===== config.mk =====
export PLATFORM = sky130hd
export DESIGN_NAME = sac_row_ram
export DESIGN_NICKNAME = d
export VERILOG_FILES = /design/src/rtl/sac_row_ram.sv
export SDC_FILE = /design/constraint.sdc
export NUM_CORES = 2
export LEC_CHECK = 0
export ABC_AREA = 0
export BUFFER_PORTS_ARGS = -buffer_cell sky130_fd_sc_hd__buf_2
export CORE_ASPECT_RATIO = 0.8
export CORE_UTILIZATION = 55
export DETAILED_ROUTE_END_ITERATION = 10
export HOLD_SLACK_MARGIN = 0.12
export PLACE_DENSITY = 0.76
export SYNTH_ARGS = -nofsm -noshare
export SYNTH_HDL_FRONTEND = slang
export SYNTH_SLANG_ARGS = --single-unit

===== constraint.sdc =====
create_clock -name clk -period 11.1 [get_ports clk]
set_clock_uncertainty 0.15 [all_clocks]
set_input_delay 1.11 -clock clk [delete_from_list [all_inputs] [get_ports clk]]
set_output_delay 1.11 -clock clk [all_outputs]
set_load 0.05 [all_outputs]

===== src/rtl/sac_row_ram.sv =====
// set row memory with registered read and per-row initialized flags
module sac_row_ram #(
  parameter int ADDR_W = 6,
  parameter int DATA_W = 64
) (
  input  logic              clk,
  input  logic              rst_n,
  input  logic              rd_en,
  input  logic [ADDR_W-1:0] rd_addr,
  output logic [DATA_W-1:0] rd_data,
  output logic              rd_init,
  input  logic              wr_en,
  input  logic [ADDR_W-1:0] wr_addr,
  input  logic [DATA_W-1:0] wr_data
);

  localparam int DEPTH = 1 << ADDR_W;

  logic [DATA_W-1:0] mem [DEPTH];
  logic [DEPTH-1:0]  init_r;
  logic [DATA_W-1:0] rd_data_r;
  logic              rd_init_r;

  always_ff @(posedge clk) begin
    if (wr_en) begin
      mem[wr_addr] <= wr_data;
    end
    if (rd_en) begin
      rd_data_r <= mem[rd_addr];
    end
  end

  always_ff @(posedge clk) begin
    if (!rst_n) begin
      init_r    <= '0;
      rd_init_r <= 1'b0;
    end else begin
      if (wr_en) begin
        init_r[wr_addr] <= 1'b1;
      end
      if (rd_en) begin
        rd_init_r <= init_r[rd_addr];
      end
    end
  end

  assign rd_data = rd_data_r;
  assign rd_init = rd_init_r;

endmodule


== Word-level counts from Yosys, hierarchy flattened ==
Memories as Yosys holds them, arrays and structs flattened. A register that Yosys moved wholly into a read port is not among the register bits.
Index checks and enable logic that the tools add are counted.

* Register bits after elaboration: 65
* Memory bits (writable): 4096
* Word-level logic and storage cells: 14
* Memories kept: 1

* $lt $le $gt $ge: 3
* Muxes and demuxes: 6
* Bitwise gates (word level): 1
* Reductions and logical operators: 1

{| class="wikitable"
|+ Memory list
! memory !! words !! width !! rd ports !! clocked after memory_dff !! wr ports !! line !! source
|-
| mem || 64 || 64 || 1 || 1 || 1 || 19 || <nowiki>logic [DATA_W-1:0] mem [DEPTH];</nowiki>
|}

{| class="wikitable"
|+ Operator list
! kind !! count
|-
| bitwise OR 64 bit || 1
|-
| < comparator 6 x 7 -> 1 bit (second input constant) || 2
|-
| binary-select mux 1 bit (select 6 bit) || 1
|-
| demux 1 bit (select 6 bit) || 1
|-
| >= comparator 6 x 1 -> 1 bit (second input constant) || 1
|-
| two-way mux 1 bit || 4
|-
| logical AND 1 bit || 1
|}

== Depth between registers and ports, before layout ==
* Depth in word-level cells: 5
* Mapped depth: 10
* Gate-level depth less buffers: 5

== Worst setup path before layout ==
OpenSTA, ideal clock, no wires.

* Path type: input -> register
* Start point: input port wr_en
* End point: memory mem[40][0] (enable)
* Setup time: 0.567 ns
* Arrival: 5.990 ns
* Path slack: 4.393 ns
* Cell stages on the path: 3
* Path buffers: 0
* Cells stage by stage: nor2b_1 > nand3_1 > nor3_1

* Word-level cells in the longest chain between the ends: 2

{| class="wikitable"
|+ Ends and longest elaborated chain
! item !! line !! source
|-
| start, declared || 12 || <nowiki>input logic wr_en,</nowiki>
|-
| two-way mux 1 bit || 25 || <nowiki>if (wr_en) begin</nowiki>
|-
| two-way mux 1 bit (not written as such) || 26 || <nowiki>mem[wr_addr] <= wr_data;</nowiki>
|-
| end, declared || 19 ||
|}

No other way between the ends.

==> results.md <==
* Status: finished, violations left
* Failing checks: max-capacitance violations, max-slew violations
* Number of setup buffers added after CTS at 0
* Top area cells in the synthesized netlist: edfxtp_1 78%, mux4_2 18%, dfxtp_1 0.82%
* GPL Wtd Cong at 0.791
* Synth cell types at 30
* Row Count at 176
* Clock root cell: clkbuf_16
* Top layer in use: met5
* Worst hold path type: reg2reg
* CTS tree: built
* IO Pins at 145
* Starting DRT DRC Count at 12700
* Average size of a mapped cell at roughly 25 um^2
* Metal2 WL at between 200000 and 250000 um
* Layout cells sized above 1 at 32.0%
* Drt drc at 0
* Hold Slack at 308 ps
* Total CTS buffers at 378
* CTS clk-pin slew, worst paths at around 70 ps
* Average wire per standard cell at between 40 and 50 um
* Initial Util at 55.3%
* Port Buf Inserts at 144
* Sum Neg Setup Slack at 0 ps
* Post-cts sizing count at 0
* Overall Power at 32400 uW
* Ys Warns at 0
* Seq. cell area at 126000 um^2
* Detailed-route wire length at 461000 um
* Syn Std Cell Area at between 150000 and 200000 um^2
* Fin. Hold Viols at 0
* Peak VDD IR at 0.000170 V
* All-Layer GR Usage at 31.7%
* Pins Over Slew Limit at 19
* Cell Pwr Density at between 150 and 200 nW/um^2
* Syn_nets at 6329
* Sink Count at 4225
* CP Data Arrival Time at between 5000 and 6000 ps
* #FFs+latches synth at 4225
* Die Height at 483 um
* Total Die Area at 292000 um^2
* Multi-input gate area at 32000 um^2
* Rel. slew slack at -3.87%
* Max Cap Violations at 1
* Fillers at 18200
* RSZ-0062 raised after global routing: no
* Placed Cells incl. Taps at 10100
* Via count at 77400
* Seq/Total Area, Yosys at 79.3%
* Reg-to-reg slack, setup at around 8500 ps
* Estimated wirelength of the detail-placed design at between 200000 and 250000 um
* Grt ovf at 0
* DRT antenna net count at 0
* Number of H-tree levels at 5
* Crit path time final at 4600 ps
* CP endpoint kind: register
* Required time of the critical path at 11600 ps
* First-pass GRT wire length at 631000 um
* Initial antenna violation count at 39
* Final Cycle Share at 41.5%
* Worst-margin pin slew at 1550 ps
* Clock Latency Late Sink at 920 ps
* Fmax at 217 MHz
* Total Nets Final at 6696
* Area fraction of the dominant cell type after synthesis at 78.5%
* Pre-antenna DRT Iters at 8
* Yosys top cell by area: edfxtp_1
* Post-Synthesis Cells at between 6000 and 7000
* CP Max Fanout at 114
* Drt via density at 7.19
* Non-filler cells, final at roughly 11000
* Met3 WL at 68400 um
* Pleak at 0.0547 uW
* Vias in the first global route at 78800
* Clock Tree Buf Depth at 4
* Area delta synth->final at 11.6%
* Core Region at roughly 290000 um^2
* Die width at 603 um
* # hold bufs at CTS at 0
* Met1 wire length at 151000 um
* Setup Crit Path Kind: in2reg
* Pin count of the biggest net entering global routing at 147
* Final Setup Violations at 0
* CP startpoint kind: input port
-- final timing paths --
kind,start,to,cells after the start
hold / removal,init_r[27],init_r[27],1
setup reg to reg,mem[4][48],rd_data[48],4
hold reg to reg,init_r[27],init_r[27],1
setup / recovery,rd_addr[0],rd_data[0],7
-- Yosys cell counts, drive strengths merged --
library cell,count
nand2,72
a311oi,1
o21a,64
nor2b,16
a2111oi,6
o22ai,2
o21ai,2
clkbuf,169
nand4,3
dfxtp,65
or3,1
edfxtp,4160
a22oi,131
nor2,64
and2,1
a211oi,2
mux2i,2
nand2b,10
nand3,10
nand3b,1
mux4,1290
buf,165
nor3,4
a31oi,1
nor4,2
mux2,4
a41oi,1
-- layout make-up --
class                   count  area share, %
diodes                     25         0.0352
well taps                3827           2.70
multi-input cells        1690           18.0
clock buffers             467           5.67
flip-flops and latches   4225           71.1
clock inverters           211           1.14
repair buffers            321           1.33
-- flip-flops by register name, summed over array words and instances, names as in the netlist --
signal / cells
rd_data: 64
init_r: 64
mem: 4096
rd_init: 1
-- through the flow --
| stage | setup WS (ps) | util [%] | area, um^2 |
|---|---|---|---|
| floorplan | 4390 | - | 159000 |
| global placement | 5580 | 57.5 | 165000 |
| finish | 6500 | 61.7 | 178000 |
| global route | 6260 | 61.7 | 177000 |
| detailed placement | 5500 | 57.5 | 165000 |
| CTS | 6480 | 61.7 | 177000 |
-- logic make-up (layout without fill, tap and decap cells) --
kind of cell    after synthesis  in the layout  synth area share, %
compound gates              210            210                0.991
mux                        1296           1296                 18.3
simple gates                184            184                0.499
flops                      4225           4225                 79.3
buf+inv                     334            999                0.894
other cells                   0             25                    0
-- critical path, stage by stage --
cell and delay [ps]:
buf_12 600, buf_12 680, buf_12 680, mux4_2 610
mux4_2 490, a22oi_1 510, nand2_1 110
-- power by group --
part	total (uW)	internal (uW)	switching (uW)
registers	17700	17700	81.8
clock network	13200	7310	5850
logic	1520	586	939
total	32400	25600	6870
-- layout by cell type, fill, tap and decap left out, types with 37 or more instances in the layout --
cell,instances
nor2_4,61
clkbuf_1,75
clkbuf_16,390
mux4_2,1290
buf_4,157
bufinv_16,37
buf_2,139
o21a_1,64
clkinv_1,73
dfxtp_1,65
nand2_1,72
a22oi_1,131
clkinv_2,73
edfxtp_1,4160
-- metal layers --
metal	global-route usage, %	vias up
li1	-	28100
met1	42.8	40600
met2	48.2	7253
met3	8.83	1458
met4	16.0	26
met5	0	-
(Power assumes the default switching activity.)
